`src/hdl/qrs_div_cell.sv`:
```
// One quotient bit cell of the pipelined restoring divider chain.
module qrs_div_cell #(
	parameter int unsigned NW     = 50,
	parameter int unsigned DVW    = 33,
	parameter int unsigned SIDE_W = 3
) (
	input  logic              clk,
	input  logic              arst_n,
	input  logic              en,
	input  logic              vld_i,
	input  logic [NW-1:0]     num_i,
	input  logic [DVW-1:0]    den_i,
	input  logic [DVW-1:0]    rem_i,
	input  logic [NW-1:0]     quo_i,
	input  logic [SIDE_W-1:0] side_i,
	output logic              vld_o,
	output logic [NW-1:0]     num_o,
	output logic [DVW-1:0]    den_o,
	output logic [DVW-1:0]    rem_o,
	output logic [NW-1:0]     quo_o,
	output logic [SIDE_W-1:0] side_o
);

	logic [DVW:0] t;
	logic [DVW:0] diff;
	logic         ge;

	// Shift in the next numerator bit and subtract the divisor if it fits.
	always_comb begin
		t    = {rem_i, num_i[NW-1]};
		ge   = (t >= {1'b0, den_i});
		diff = t - {1'b0, den_i};
	end

	// Valid bit of this cell.
	always_ff @(posedge clk or negedge arst_n) begin
		if (!arst_n) begin
			vld_o <= 1'b0;
		end else if (en) begin
			vld_o <= vld_i;
		end
	end

	// Partial remainder and quotient move on with the operands.
	always_ff @(posedge clk) begin
		if (en) begin
			num_o  <= num_i << 1;
			den_o  <= den_i;
			rem_o  <= ge ? diff[DVW-1:0] : t[DVW-1:0];
			quo_o  <= {quo_i[NW-2:0], ge};
			side_o <= side_i;
		end
	end

endmodule
```
`config.mk`:
```
export PLATFORM = sky130hd
export DESIGN_NAME = qrs_div_cell
export DESIGN_NICKNAME = d
export VERILOG_FILES = /design/src/hdl/qrs_div_cell.sv
export SDC_FILE = /design/constraint.sdc
export NUM_CORES = 1
export LEC_CHECK = 0
export BUFFER_PORTS_ARGS = -buffer_cell sky130_fd_sc_hd__buf_2
export CAP_MARGIN = 0
export CORE_MARGIN = 2
export CORE_UTILIZATION = 45
export DETAILED_ROUTE_END_ITERATION = 8
export PLACE_DENSITY = 0.73
export SYNTH_ARGS = -nofsm -noshare
export SYNTH_HDL_FRONTEND = slang
export SYNTH_SLANG_ARGS = --single-unit
export TNS_END_PERCENT = 5
```
`constraint.sdc`:
```
create_clock -name clk -period 1.2 [get_ports clk]
set_input_delay 0.12 -clock clk [delete_from_list [all_inputs] [get_ports clk]]
set_output_delay 0.12 -clock clk [all_outputs]
set_load 0.02 [all_outputs]
```
Yosys cells after proc, flatten, opt, wreduce, memory -nomap -nowiden --
Cells that the tools add are included.
Cells by class: $add $sub $neg 1, multiplexer cells 1, $lt $le $gt $ge 1
Operators with widths (number):
- $ge 34x33->1 | 1
- $mux 33 | 1
- $sub 33x33->33 | 1
Storage, ports and cells: register bits after elaboration 169, bits of input ports 173, output and inout port bits 170, logic and storage cells 9

Logic depth before layout (Yosys ltp) --
depth after elaboration 2, mapped depth 14, depth with buffers taken out 12

Worst setup path after synthesis --
No wires, ideal clock.
path type in2reg, from input num_i[49], to register rem_o[1], data pin, cell stages on the path 12, arrival 2.428 ns, library setup time 0.260 ns, slack -1.488 ns, cells stage by stage inv_1 -> ha_1 -> inv_1 -> fa_1 -> a21o_1 -> a221o_2 -> a21oi_2 -> o41a_4 -> o31ai_4 -> a41oi_2 -> buf_6 -> mux2_4
On the way: cells in the longest elaborated chain, start to end 2
RTL lines:
- from (decl) | RTL line 11 | input logic [NW-1:0] num_i,
- $sub 33x33->33 / $ge 34x33->1 (equally long branches) | RTL line 32, 31
- $mux 33 * | RTL line 49 | rem_o <= ge ? diff[DVW-1:0] : t[DVW-1:0];
- to (signal assigned) | RTL line 49
- to (decl) | RTL line 19 | output logic [DVW-1:0] rem_o,
Mark *: on every way between the ends. The rest lies on a longest branch, timed or not. A chain may end at the register's enable or synchronous reset.

Worst setup path in the final report --
from input den_i[3], to register rem_o[9], data pin
On the way: cells in the longest elaborated chain, start to end 2
RTL lines:
- from (decl) | RTL line 12 | input logic [DVW-1:0] den_i,
- $sub 33x33->33 / $ge 34x33->1 (equally long branches) | RTL line 32, 31
- $mux 33 * | RTL line 49
Marks and branches as above.

==> metrics <==
failing checks negative hold slack, negative setup slack; synthesized netlist cell count 538; Post-Syn Area 0.00750 mm²; Mapped Nets 745; crit path launch den_i[3]; share of Yosys cell area claimed by the top area cell type 67.3%; first-pass GRT wire length 38.9 mm; sequential-to-total area share from yosys stat 67.6%; area leader, netlist edfxtp_1; Critical Path Fanout Max 8; Final #Nets 1376; hold slack -0.00274 ns; Hold Path Class in -> reg; maximum vdd drop 1.02 mV; post-synthesis register bit count 169; startpoint types primary input; area of the die 0.0177 mm²; Port Buffer Count 340; DR pass1 iterations 5; Power Dens Cells 1330 mW/mm²; largest net degree at the start of global routing 47; Max Used Layer met4; type of element capturing the critical path register; Die Y 133 µm; CTS tree done; period utilization 194%; GP Congestion 0.887; via density per instance 5.02; Max Buffers Root-to-Sink 2; area grow syn2layout 70.8%; met3 wire len 1.77 mm; Core Footprint 0.0164 mm²; Final Non-Filler Cells 1403; initial antenna violation count 1; Syn. warnings 0; post-synth cell types 55; predominant post-synthesis flop cell edfxtp_1; DR WL met2 13.4 mm; placed insts 1206; commonest cells after routing, fill and taps aside 337 x buf_2, 168 x edfxtp_1, 152 x dlygate4sd3_1; largest family of logic cells by synthesized area compound AO/OA/AOI/OAI gates; Compound-Gate Fraction of Synth Area 12.8%; reg2reg start vld_o; XOR/XNOR Fraction of Synth Area 3.27%; CP Class in -> reg; Routed Antenna Nets 0; row count 47; hold path startpoint rem_i[28]; Post-synth EDFFs 168; number of global-route vias before repair 7287; Final min period 2.33 ns; # Max-Cap Violations 0; syn_area_per_cell 13.9 µm²; FMAX 0.430 GHz; status finished with violations; htree depth 4; clock slew at reported path FFs 0.07 ns; Tot Pwr 17.1 mW; layout cells sized above 1 46.7%; drt total wl 25.6 mm; Tot GR Track Use 28.7%; skew final 0 ns; initial DRC count 501; Num CTS Buffers 17; critical path arrival 2.58 ns; clk sinks 169; via count 7037; Adder-Cell Fraction of Synth Area 5.77%; unrepaired setup endpoints after global routing yes; Critical Path RT 1.45 ns; Async S/R FF share, synth 0.592%; wire per inst 18.3 µm; Slew Limit Fails 0; met1 WL 9.33 mm; root buffer cell clkbuf_16; commonest non-fill, non-tap cell in the layout buf_2; synth top area cells edfxtp_1 67%, ha_1 5.5%, nand2_1 2.9%; initial core utilization 45.7%; mux contribution to synthesized area 0.350%; hpwl dp 16.4 mm; total gr overflow 0; die width 133 µm; Final WS setup -1.13 ns; final setup vio count 34; Synth Area in Simple Gates 6.53%; Worst-Skew Late Latency 0.43 ns; leakage power 5.78 nW; DRC 0; I/O pin cnt 343; Final Hold Vio Count 1
[cell type report]
cell class                 instances  area, µm²
inverter                          43        174
multi-input combinational        310       2230
timing repair buffer             628       4480
antenna                            1       2.50
fill                             991       3600
tap                              220        275
clock inverter                    14        148
clock buffer                      18        429
sequential                       169       5070
[layer usage]
metal | up-vias | global-route usage, %
met3 | 76 | 6.51
met2 | 336 | 51.9
met5 | - | 0
met1 | 3348 | 31.8
met4 | 0 | 14.3
li1 | 3277 | -
[cells in the mapped netlist, types with 2 or more instances]
master,count
a211oi_1,4
a21boi_0,3
a21o_1,10
a21oi_1,34
a31oi_1,3
and3_1,7
buf_6,6
clkbuf_1,8
edfxtp_1,168
ha_1,33
inv_1,43
nand2_1,58
nand2b_1,4
nand3_1,8
nand4_1,3
nor2_1,15
nor3_1,5
nor4_1,4
o211ai_1,3
o21a_1,4
o21ai_0,26
o21ai_2,18
o21bai_1,8
o31ai_1,5
or3_1,2
xnor2_1,16
xor2_1,12
[power by group]
part	total (mW)	switching (mW)	internal, mW
Sequential	7.32	0.170	7.15
Clock	5.36	2.57	2.78
Combinational	4.39	2.35	2.04
[worst paths after layout]
kind | slack (ns) | endpoint | depth (start not counted)
max | -1.13 | rem_o[9] | 14
min | -0.003 | rem_o[29] | 3
max reg2reg | 0.46 | vld_o | 1
min reg2reg | 0.52 | vld_o | 1
max in group asynchronous | 0.56 | vld_o | 3
min in group asynchronous | 0.54 | vld_o | 3
[critical path: stages]
cell     delay [ns]
buf_2          0.09
inv_1          0.04
ha_1           0.34
and3_1         0.18
a221o_2        0.18
buf_6          0.11
a21oi_4        0.05
o41a_4         0.38
o31ai_4        0.24
a41oi_4        0.17
buf_12         0.18
buf_12         0.12
buf_8          0.13
o31ai_1        0.25
[flip-flops by register name (all words and copies together) (netlist names)]
register / flops
num_o: 49
side_o: 3
den_o: 33
quo_o: 50
rem_o: 33
vld_o: 1
[what timing repair did]
item / 4_1_cts / 5_1_grt
gates cloned: 4 / 0
endpoints found under the hold margin: 151 / 0
setup buffers: 8 / 0
resized for setup: 35 / 15
pin swaps: 21 / 2
hold buffers: 152 / 0
setup endpoints to repair: 34 / 34
[kinds of logic after synthesis]
group,Yosys count
buffers and inverters,59
adders and majority gates,34
and+or+nand+nor,109
xor gates and xnor gates,28
DFF,169
AOI/OAI and AO/OA,136
other,1
muxes,2
[stage by stage]
step	utilization [%]	TNS, ns	hold slack [ns]	instance area [µm²]	setup WS (ns)
after detailed placement	63.4	-54.55	-0.103	10400	-1.68
after global routing	78.1	-40.06	0.00122	12800	-1.23
final	78.1	-36.53	-0.00274	12800	-1.13
after CTS	77.8	-38.05	0.00237	12800	-1.16
after floorplan	-	-41.92	-0.176	7530	-1.32
after global placement	63.4	-53.27	-0.105	10400	-1.60
No activity file was read; power rests on OpenSTA's default activity.
