$ cat config.mk
export PLATFORM = sky130hd
export DESIGN_NAME = qrs_sqrt_cell
export DESIGN_NICKNAME = d
export VERILOG_FILES = /design/src/hdl/qrs_sqrt_cell.sv
export SDC_FILE = /design/constraint.sdc
export NUM_CORES = 1
export LEC_CHECK = 0
export BUFFER_PORTS_ARGS = -buffer_cell sky130_fd_sc_hd__buf_2
export CAP_MARGIN = 20
export CORE_MARGIN = 3
export CORE_UTILIZATION = 40
export CTS_BUF_LIST = sky130_fd_sc_hd__clkbuf_8
export DETAILED_ROUTE_END_ITERATION = 8
export PLACE_DENSITY = 0.69
export SLEW_MARGIN = 20
export SYNTH_ARGS = -nofsm -noshare
export SYNTH_HDL_FRONTEND = slang
export SYNTH_SLANG_ARGS = --single-unit
export TNS_END_PERCENT = 20
$ cat constraint.sdc
create_clock -name clk -period 1.2 [get_ports clk]
set_input_delay 0.18 -clock clk [delete_from_list [all_inputs] [get_ports clk]]
set_output_delay 0.18 -clock clk [all_outputs]
set_load 0.01 [all_outputs]
$ cat src/hdl/qrs_sqrt_cell.sv
// One digit cell of the pipelined integer square root chain.
module qrs_sqrt_cell #(
	parameter int unsigned DW     = 66,
	parameter int unsigned SQ     = 33,
	parameter int unsigned SIDE_W = 8
) (
	input  logic              clk,
	input  logic              arst_n,
	input  logic              en,
	input  logic              vld_i,
	input  logic [DW-1:0]     rad_i,
	input  logic [SQ+1:0]     rem_i,
	input  logic [SQ-1:0]     root_i,
	input  logic [SIDE_W-1:0] side_i,
	output logic              vld_o,
	output logic [DW-1:0]     rad_o,
	output logic [SQ+1:0]     rem_o,
	output logic [SQ-1:0]     root_o,
	output logic [SIDE_W-1:0] side_o
);

	logic [SQ+3:0] rem_sh;
	logic [SQ+3:0] trial;
	logic [SQ+3:0] diff;
	logic          ge;

	// Bring down the next two radicand bits and try the next root bit.
	always_comb begin
		rem_sh = {rem_i, rad_i[DW-1 -: 2]};
		trial  = {2'b00, root_i, 2'b01};
		ge     = (rem_sh >= trial);
		diff   = rem_sh - trial;
	end

	// Valid bit of this cell.
	always_ff @(posedge clk or negedge arst_n) begin
		if (!arst_n) begin
			vld_o <= 1'b0;
		end else if (en) begin
			vld_o <= vld_i;
		end
	end

	// Partial root, remainder and the rest of the radicand move on.
	always_ff @(posedge clk) begin
		if (en) begin
			rad_o  <= rad_i << 2;
			rem_o  <= ge ? diff[SQ+1:0] : rem_sh[SQ+1:0];
			root_o <= {root_i[SQ-2:0], ge};
			side_o <= side_i;
		end
	end

endmodule

# Word level (Yosys, flattened, before mapping)
# Index checks and enable logic that the tools add are counted.
[word_totals]
reg_bits = 141
output_inout_bits = 143
elab_cells = 8
[op_classes]
add_sub_neg = 1
order_cmp = 1
mux = 1
[op_table]
columns = ["operator", "count"]
rows = [
  [">= comparator 37 x 35 -> 1 bit", 1],
  ["2-to-1 mux 35 bit", 1],
  ["subtractor 35 bit", 1],
]

# Longest topological paths before layout
# Gate-level depths: netlist of run 1.
[depth]
word_depth = 2
depth_mapped = 13
depth_no_buf = 10

# Worst setup path before layout of run 1
# No wires, ideal clock.
[synth_timing]
kind = "input -> register"
startpoint = "input port root_i[4]"
endpoint = "register rem_o[10] (data pin)"
setup_ns = 0.260
t_arrival_ns = 2.502
t_required_ns = 0.940
setup_slack_ns = -1.563
path_stages = 12
n_path_buf = 2
cell_sequence = "inv_1 -> ha_1 -> o21a_1 -> o211ai_2 -> a311oi_1 -> nor4_2 -> a2111oi_2 -> o21a_2 -> o211a_1 -> buf_6 -> buf_12 -> mux2_4"
[synth_via]
elab_chain_len = 2
word_cells_on_any_way = 3
classes_between = "add/sub: 1; order compare: 1; mux: 1"
[synth_rtl]
columns = ["item", "line_no", "rtl"]
rows = [
  ["start, declared", "13", "input logic [SQ-1:0] root_i,"],
  ["subtractor 35 bit or >= comparator 37 x 35 -> 1 bit (tied branches)", "32, 31", ""],
  ["2-to-1 mux 35 bit *", "48", "rem_o <= ge ? diff[SQ+1:0] : rem_sh[SQ+1:0];"],
  ["end signal, assigned", "48", ""],
  ["end, declared", "17", "output logic [SQ+1:0] rem_o,"],
]
# Mark *: on every way between the ends. The rest lies on a longest branch, timed or not.
# A chain may end at the register's enable or synchronous reset.

# Worst setup path after layout of run 1
[layout_timing]
startpoint = "input port rem_i[0]"
endpoint = "register rem_o[26] (data pin)"
[layout_via]
elab_chain_len = 2
word_cells_on_any_way = 3
classes_between = "add/sub: 1; order compare: 1; mux: 1"
[layout_rtl]
columns = ["item", "line_no", "rtl"]
rows = [
  ["start, declared", "12", "input logic [SQ+1:0] rem_i,"],
  ["subtractor 35 bit or >= comparator 37 x 35 -> 1 bit (tied branches)", "32, 31", ""],
  ["2-to-1 mux 35 bit *", "48", ""],
]
# Marked as above.

==> results_dict.tcl, run 1 <==
set metrics [dict create \
    p_total_w 0.0138 \
    cts_root_buf "clkbuf_8" \
    drcViolationCount 0 \
    synth_edf_count 140 \
    min_period_over_period_pct 194 \
    grt_setup_unrepaired "true" \
    fillers 1206 \
    hp-class "input pin to register" \
    post-route-min-period_ns 2.33 \
    htree_num_levels 4 \
    clk_path_buf_depth 2 \
    syn_inst 498 \
    finalSetupTns_ns -39.16 \
    async_reset_ff_share_pct 0.709 \
    drv_slew 0 \
    internal_power_w 0.00972 \
    layout_common_cells "277 x buf_2, 140 x edfxtp_1, 122 x buf_4, 107 x dlygate4sd3_1, 37 x inv_1" \
    cts_sinks 141 \
    initialDrtViolationCount 293 \
    routedWlPerCell_microns 17.6 \
    mappedNetlistArea_sq_um 6900 \
    via_count 6081 \
    worstSetupPathType "input pin to register" \
    vias_per_cell 4.81 \
    ys_types 58 \
    antenna_left 0 \
    placementRows 47 \
    worstSetupStartpointType "input pin" \
    synthToLayoutAreaGrowth_pct 66.3 \
    die-height_microns 137 \
    port_buffers 286 \
    finalHoldViolCount 0 \
    io_pins 289 \
    p_clk_share_pct 26.0 \
    arrival_ns 2.54 \
    vdd_drop_max_uv 680 \
    final.setup.worst_slack_ns -1.13 \
    finalClockSkew_ns 0 \
    dr.pass1.iters 4 \
    p_seq_share_pct 44.7 \
    clk_pin_slew_worst_paths_ns 0.08 \
    cts_tree "built" \
    grt_overflow 0 \
    outcome "finished with violations" \
    grt_pass1_wl_microns 32400 \
    antenna_found_initial 2 \
    core_area_sq_um 16800 \
    leakage_nw 5.30 \
    final_common_cell "buf_2" \
    place.gp.congestion 0.824 \
    dp.final_hpwl_microns 15200 \
    nets 1209 \
    max_freq_mhz 429 \
    path_max_fanout 5 \
    seq_area_frac_synth_pct 61.3 \
    final_core_util_pct 68.5 \
    cts_buffers 17 \
    die_x_microns 137 \
    start_util_pct 41.2 \
    die_area_sq_um 18900 \
    yosys_warnings 0 \
    syn_avg_cell_area_sq_um 13.9 \
    ys.flop_type "edfxtp_1" \
    ys_ff_latch 141 \
    violations "negative setup slack" \
    drive_gt1_share_pct 51.1 \
    grt_max_degree 43 \
    p_sw_w 0.00408 \
    required_ns 1.40 \
    grt_pass1_vias 6192 \
    routed_wl_microns 22200 \
    combPwrFrac_pct 29.4 \
    cap_violations 0 \
    setup_viol_count_final 39 \
    crit_path_end_kind "register" \
    grt.total_usage_pct 22.5 \
    switching_share_pct 29.6 \
    powerDensity_nw_per_um2 1200 \
    clk_latency_ns 0.46 \
]
power by group through the flow:
| stage | logic [W] | clock network (W) | registers, W |
|---|---|---|---|
| 2_1_floorplan | 0.00150 | 0 | 0.00655 |
| 3_3_place_gp | 0.00335 | 0 | 0.00624 |
| 3_5_place_dp | 0.00340 | 0 | 0.00626 |
| 4_1_cts | 0.00388 | 0.00367 | 0.00615 |
| 5_1_grt | 0.00436 | 0.00389 | 0.00620 |
| 6_report | 0.00405 | 0.00358 | 0.00616 |
stage by stage:
step	instance area [sq um]	setup WS, ns	instances	hold WS, ns
2_1_floorplan	7040	-1.35	499	-0.116
3_3_place_gp	9530	-1.71	1106	-0.0411
3_5_place_dp	9530	-1.71	1106	-0.0424
4_1_cts	11200	-1.12	1251	0.00382
5_1_grt	11500	-1.20	1263	0.0108
6_report	11500	-1.13	1264	0.0368
area by class of cell:
type	count	area (sq um)	share of cell area [%]
clock inverter	15	125	1.09
inverter	41	171	1.49
timing repair buffer	528	3740	32.6
clock buffer	17	234	2.04
sequential	141	4230	36.8
multi-input combinational	299	2690	23.5
antenna	3	7.51	0.0654
tap	220	275	2.40
state kept, by name, indices dropped and copies added, names as in the netlist:
register,flops
vld_o,1
rem_o,35
root_o,33
side_o,8
rad_o,64
kinds of logic (layout without fill, tap and decap cells):
group | Yosys count | after routing | share of synthesized area [%]
other | 1 | 5 | 0.0543
XOR/XNOR | 33 | 33 | 4.19
adder cells (fa/ha/maj) | 35 | 35 | 6.34
buffers and inverters | 59 | 601 | 4.15
multiplexers | 35 | 35 | 7.01
AND/OR/NAND/NOR | 87 | 87 | 6.14
flip-flops | 141 | 141 | 61.3
AO/OA/AOI/OAI | 107 | 107 | 10.8
cell usage after synthesis, drive strengths merged (8+ instances only):
| cell type | number | area share (%) |
|---|---|---|
| nor2 | 22 | 1.2 |
| nand2 | 25 | 1.4 |
| edfxtp | 140 | 61 |
| a21oi | 30 | 2.2 |
| nand4 | 8 | 0.73 |
| xor2 | 14 | 1.8 |
| a21o | 26 | 2.8 |
| clkbuf | 10 | 0.54 |
| o21ai | 13 | 0.94 |
| buf | 8 | 1.4 |
| nand3 | 9 | 0.65 |
| mux2 | 32 | 6.6 |
| xnor2 | 19 | 2.4 |
| inv | 41 | 2.2 |
| ha | 35 | 6.3 |
path summary, 6_finish.rpt:
path | slack (ns) | to | cells after the start | from
setup / recovery | -1.13 | rem_o[26]$_DFFE_PP_ | 12 | rem_i[0]
hold / removal | 0.04 | root_o[24]$_DFFE_PP_ | 1 | root_i[23]
setup reg to reg | 0.43 | vld_o$_DFFE_PN0P_ | 1 | vld_o$_DFFE_PN0P_
hold reg to reg | 0.54 | vld_o$_DFFE_PN0P_ | 1 | vld_o$_DFFE_PN0P_
max in group asynchronous | 0.50 | vld_o$_DFFE_PN0P_ | 3 | arst_n
min in group asynchronous | 0.59 | vld_o$_DFFE_PN0P_ | 3 | arst_n
per-layer routing:
layer | up-vias | track usage (%) | routed length, microns | share of wire [%]
li1 | 2947 | - | - | -
met1 | 2886 | 25.4 | 8630 | 39
met2 | 213 | 40.8 | 11800 | 53
met3 | 35 | 5.15 | 1310 | 5.9
met4 | 0 | 9.04 | 545 | 2.5
met5 | - | 0 | 0 | 0
repair_timing:
action                     CTS  global route
buffers inserted             4             8
pin swaps                    6             5
gates resized for setup     32            29
hold endpoints to repair   107             0
cloned                       2             2
hold buffers               107             0
setup endpoints to repair   57           121
critical path, stage by stage:
cell and delay, ns:
buf_6 0.10, ha_4 0.23, o21a_1 0.13, o211ai_2 0.29, a311oi_4 0.16, nor4_4 0.25
a2111oi_4 0.13, o21a_2 0.23, o211a_4 0.27, buf_4 0.15, buf_12 0.13, mux2_4 0.28
Note: power is estimated with default switching activity, not from simulation.
==> inputs of run 2 (changes only) <==
- CELL_PAD_IN_SITES_DETAIL_PLACEMENT: not set -> 0
- CELL_PAD_IN_SITES_GLOBAL_PLACEMENT: not set -> 1
- PLACE_DENSITY: 0.69 -> not set
- PLACE_DENSITY_LB_ADDON: not set -> 0.1
==> results_dict.tcl, run 2 (same netlist as run 1, synthesis figures left out) <==
set metrics [dict create \
    crit_top_cell "buf_4" \
    grt_max_degree 50 \
    p_seq_share_pct 44.5 \
    clk_path_buf_depth 2 \
    cts_sinks 141 \
    port_buffers 286 \
    layout_common_cells "277 x buf_2, 140 x edfxtp_1, 130 x buf_4, 105 x dlygate4sd3_1, 36 x inv_1" \
    internal_power_w 0.00977 \
    powerDensity_nw_per_um2 1210 \
    routed_wl_microns 21900 \
    synthToLayoutAreaGrowth_pct 66.6 \
    min_period_over_period_pct 196 \
    critPathBufInv 5 \
    clk_latency_ns 0.44 \
    drive_gt1_share_pct 51.3 \
    max_freq_mhz 425 \
    die_area_sq_um 18900 \
    grt.total_usage_pct 22.3 \
    htree_num_levels 4 \
    setup_viol_count_final 38 \
    worstSetupStartpointType "input pin" \
    drv_slew 0 \
    drcViolationCount 0 \
    cts_root_buf "clkbuf_8" \
    hp-class "input pin to register" \
    start_util_pct 41.2 \
    die_x_microns 137 \
    io_pins 289 \
    leakage_nw 5.30 \
    switching_share_pct 29.5 \
    stdcell_area_sq_um 11500 \
    cts_buffers 17 \
    regMostFlops "rad_o" \
    crit_chain "buf_2 -> inv_1 -> ha_4 -> buf_4 -> a21oi_1 -> nor2b_1 -> nor4_4 -> a2111oi_4 -> o21a_2 -> o211a_4 -> buf_4 -> clkbuf_16 -> mux2_4" \
    cp_slowest_cell "nor4_4" \
    whs_ns 0.0409 \
    critPathTopFamily "compound AO/OA/AOI/OAI gates" \
    final_core_util_pct 68.6 \
    grt_pass1_vias 6239 \
    via_count 6098 \
    required_ns 1.40 \
    post-route-min-period_ns 2.35 \
    grt_overflow 0 \
    p_sw_w 0.00409 \
    final.setup.worst_slack_ns -1.15 \
    grt_pass1_wl_microns 32100 \
    path_max_fanout 6 \
    largestRegisters "rad_o x64, rem_o x35, root_o x33" \
    critPathMaxStageDelay_ns 0.37 \
    violations "negative setup slack" \
    arrival_ns 2.55 \
    core_area_sq_um 16800 \
    combPwrFrac_pct 29.4 \
    antenna_left 0 \
    pre_cts_ws_ns -1.70 \
    crit_path_end_kind "register" \
    antenna_found_initial 1 \
    dpl_cell_area_sq_um 9580 \
    place.gp.congestion 0.865 \
    initialDrtViolationCount 247 \
    dr.pass1.iters 4 \
    placementRows 47 \
    die-height_microns 137 \
    finalSetupTns_ns -39.33 \
    p_clk_share_pct 26.1 \
    final-seq-area_sq_um 4230 \
    routedWlPerCell_microns 17.3 \
    clk_pin_slew_worst_paths_ns 0.09 \
    multi_input_area_sq_um 2690 \
    grt_setup_unrepaired "true" \
    final_common_cell "buf_2" \
    largest_register_ffs 64 \
    dp.final_hpwl_microns 15200 \
    outcome "finished with violations" \
    nets 1215 \
    fillers 1283 \
    cap_violations 0 \
    cts_tree "built" \
    vdd_drop_max_uv 673 \
    finalHoldViolCount 0 \
    finalClockSkew_ns 0 \
    vias_per_cell 4.81 \
    worstSetupPathType "input pin to register" \
]
[run 2: final cells by class]
class                      count  share of cell area (%)
tap                          220                    2.39
sequential                   141                    36.8
antenna                        1                  0.0218
inverter                      41                    1.47
timing repair buffer         534                    32.8
multi-input combinational    299                    23.4
clock buffer                  17                    2.03
clock inverter                15                    1.10
[run 2: metrics by stage]
step           power [W]  std cells
2_1_floorplan    0.00805        499
3_3_place_gp     0.00964       1113
3_5_place_dp     0.00968       1113
4_1_cts           0.0138       1260
5_1_grt           0.0146       1268
6_report          0.0139       1268
[run 2: path summary, 6_finish.rpt]
| path | from | end | slack, ns | depth (start not counted) |
|---|---|---|---|---|
| worst max register to register | vld_o$_DFFE_PN0P_ | vld_o$_DFFE_PN0P_ | 0.46 | 1 |
| worst max-delay path | root_i[8] | rem_o[27]$_DFFE_PP_ | -1.15 | 13 |
| max in group asynchronous | arst_n | vld_o$_DFFE_PN0P_ | 1.04 | 2 |
| worst min-delay path | root_i[23] | root_o[24]$_DFFE_PP_ | 0.04 | 1 |
| worst min register to register | vld_o$_DFFE_PN0P_ | vld_o$_DFFE_PN0P_ | 0.51 | 1 |
| min in group asynchronous | arst_n | vld_o$_DFFE_PN0P_ | 0.08 | 2 |
[run 2: what timing repair did]
action	CTS	global route
hold buffers	105	0
buffers inserted	8	6
pin swaps	6	4
hold endpoints to repair	105	0
resized for setup	29	25
cloned	2	2
endpoints found under the setup margin	45	94
[run 2: power groups by stage]
stage	Sequential (W)	Clock, W	Combinational [W]
final	0.00617	0.00362	0.00408
after global placement	0.00625	0	0.00339
after CTS	0.00615	0.00369	0.00393
after floorplan	0.00655	0	0.00150
after detailed placement	0.00626	0	0.00342
after global routing	0.00621	0.00394	0.00441
[run 2: routing by layer]
metal / part of all wire, % / vias up / global-route usage [%]
met2: 53 / 225 / 40.2
li1: - / 2944 / -
met3: 5.5 / 32 / 4.86
met5: 0 / - / 0
met4: 1.9 / 0 / 7.76
met1: 40 / 2897 / 26.1
==> inputs of run 3 (changes only) <==
- SKIP_LAST_GASP: not set -> 1
==> results_dict.tcl, run 3 (same netlist as run 1, synthesis figures left out) <==
set metrics [dict create \
    outcome "finished with violations" \
    violations "negative setup slack" \
    drcViolationCount 0 \
    finalClockSkew_ns 0 \
    critPathTopFamily "compound AO/OA/AOI/OAI gates" \
    cp_slowest_cell "o311ai_1" \
    place.gp.congestion 0.865 \
    grt_overflow 0 \
    powerDensity_nw_per_um2 1210 \
    initialDrtViolationCount 215 \
    max_freq_mhz 425 \
    crit_path_end_kind "register" \
    critPathBufInv 3 \
    path_max_fanout 4 \
    antenna_found_initial 1 \
    combPwrFrac_pct 29.2 \
    placementRows 47 \
    die-height_microns 137 \
    routed_wl_microns 21700 \
    worstSetupPathType "input pin to register" \
    clk_pin_slew_worst_paths_ns 0.09 \
    vdd_drop_max_uv 675 \
    clk_path_buf_depth 2 \
    port_buffers 286 \
    fillers 1292 \
    dp.final_hpwl_microns 15200 \
    antenna_left 0 \
    largest_register_ffs 64 \
    final.setup.worst_slack_ns -1.15 \
    vias_per_cell 4.80 \
    critPathMaxStageDelay_ns 0.40 \
    htree_num_levels 4 \
    whs_ns 0.0388 \
    drv_slew 0 \
    cts_buffers 17 \
    io_pins 289 \
    p_clk_share_pct 26.3 \
    switching_share_pct 29.5 \
    p_total_w 0.0138 \
    leakage_nw 5.29 \
    worstSetupStartpointType "input pin" \
    internal_power_w 0.00974 \
    layout_common_cells "283 x buf_2, 140 x edfxtp_1, 128 x buf_4, 105 x dlygate4sd3_1, 36 x inv_1" \
    grt_pass1_wl_microns 32100 \
    finalHoldViolCount 0 \
    crit_chain "buf_8 -> inv_4 -> ha_4 -> o21a_1 -> o211ai_2 -> a31o_2 -> a31o_1 -> o31a_1 -> o311ai_1 -> buf_4 -> xor2_1 -> mux2_4" \
    clk_latency_ns 0.44 \
    arrival_ns 2.56 \
    largestRegisters "rad_o x64, rem_o x35, root_o x33" \
    final_common_cell "buf_2" \
    finalSetupTns_ns -39.31 \
    via_count 6083 \
    drive_gt1_share_pct 50.9 \
    die_area_sq_um 18900 \
    start_util_pct 41.2 \
    grt_pass1_vias 6239 \
    p_sw_w 0.00408 \
    dr.pass1.iters 4 \
    die_x_microns 137 \
    grt_setup_unrepaired "true" \
    routedWlPerCell_microns 17.2 \
    core_area_sq_um 16800 \
    cap_violations 0 \
    regMostFlops "rad_o" \
    nets 1214 \
    cts_sinks 141 \
    synthToLayoutAreaGrowth_pct 65.6 \
    cts_root_buf "clkbuf_8" \
    post-route-min-period_ns 2.35 \
    p_seq_share_pct 44.6 \
    min_period_over_period_pct 196 \
    grt_max_degree 50 \
    required_ns 1.40 \
    grt.total_usage_pct 22.3 \
    hp-class "input pin to register" \
    cts_tree "built" \
    setup_viol_count_final 40 \
]
-- run 3: cell types whose count changed in the layout (fill, tap and decap cells not counted), sizes merged --
cell / previous run / this run
buf: 427 / 426
-- run 3: layer usage --
metal | global-route usage, % | wire length, microns | up-vias
li1 | - | - | 2940
met1 | 26.1 | 8610 | 2886
met2 | 40.2 | 11500 | 226
met3 | 4.86 | 1250 | 31
met4 | 7.76 | 416 | 0
met5 | 0 | 0 | -
-- run 3: cell type report --
class                           instances  area (sq um)  share of cell area (%)
Antenna cell                            1          2.50                  0.0219
Clock buffer                           17           234                    2.05
Clock inverter                         15           126                    1.11
Inverter                               41           169                    1.48
Multi-Input combinational cell        299          2660                    23.3
Sequential cell                       141          4230                    37.0
Tap cell                              220           275                    2.41
Timing Repair Buffer                  533          3730                    32.7
-- run 3: power groups by stage --
stage	combinational [W]	sequential (W)	clock, W
6_report	0.00403	0.00616	0.00363
3_5_place_dp	0.00342	0.00626	0
3_3_place_gp	0.00339	0.00625	0
2_1_floorplan	0.00150	0.00655	0
5_1_grt	0.00436	0.00621	0.00394
4_1_cts	0.00393	0.00615	0.00369
-- run 3: metrics by stage --
stage / setup WS [ns] / std cells / cell area, sq um / util [%]
6_report: -1.15 / 1267 / 11400 / 68.2
5_1_grt: -1.21 / 1267 / 11400 / 68.2
4_1_cts: -1.12 / 1260 / 11300 / 67.4
3_5_place_dp: -1.70 / 1113 / 9580 / 57.2
3_3_place_gp: -1.68 / 1113 / 9580 / 57.2
2_1_floorplan: -1.35 / 499 / 7040 / -
-- run 3: timing repair --
item	CTS	global route
pin swaps	6	2
gates cloned	2	2
buffers inserted	8	5
hold buffers	105	0
gates resized for setup	27	19
endpoints found under the hold margin	105	0
setup endpoints to repair	45	94
-- run 3: final timing paths --
path	to	startpoint	depth (start not counted)	slack, ns
setup / recovery	rem_o[27]$_DFFE_PP_	root_i[0]	12	-1.15
hold reg to reg	vld_o$_DFFE_PN0P_	vld_o$_DFFE_PN0P_	1	0.51
max in group asynchronous	vld_o$_DFFE_PN0P_	arst_n	2	1.04
min in group asynchronous	vld_o$_DFFE_PN0P_	arst_n	2	0.07
hold / removal	root_o[24]$_DFFE_PP_	root_i[23]	1	0.04
setup reg to reg	vld_o$_DFFE_PN0P_	vld_o$_DFFE_PN0P_	1	0.46
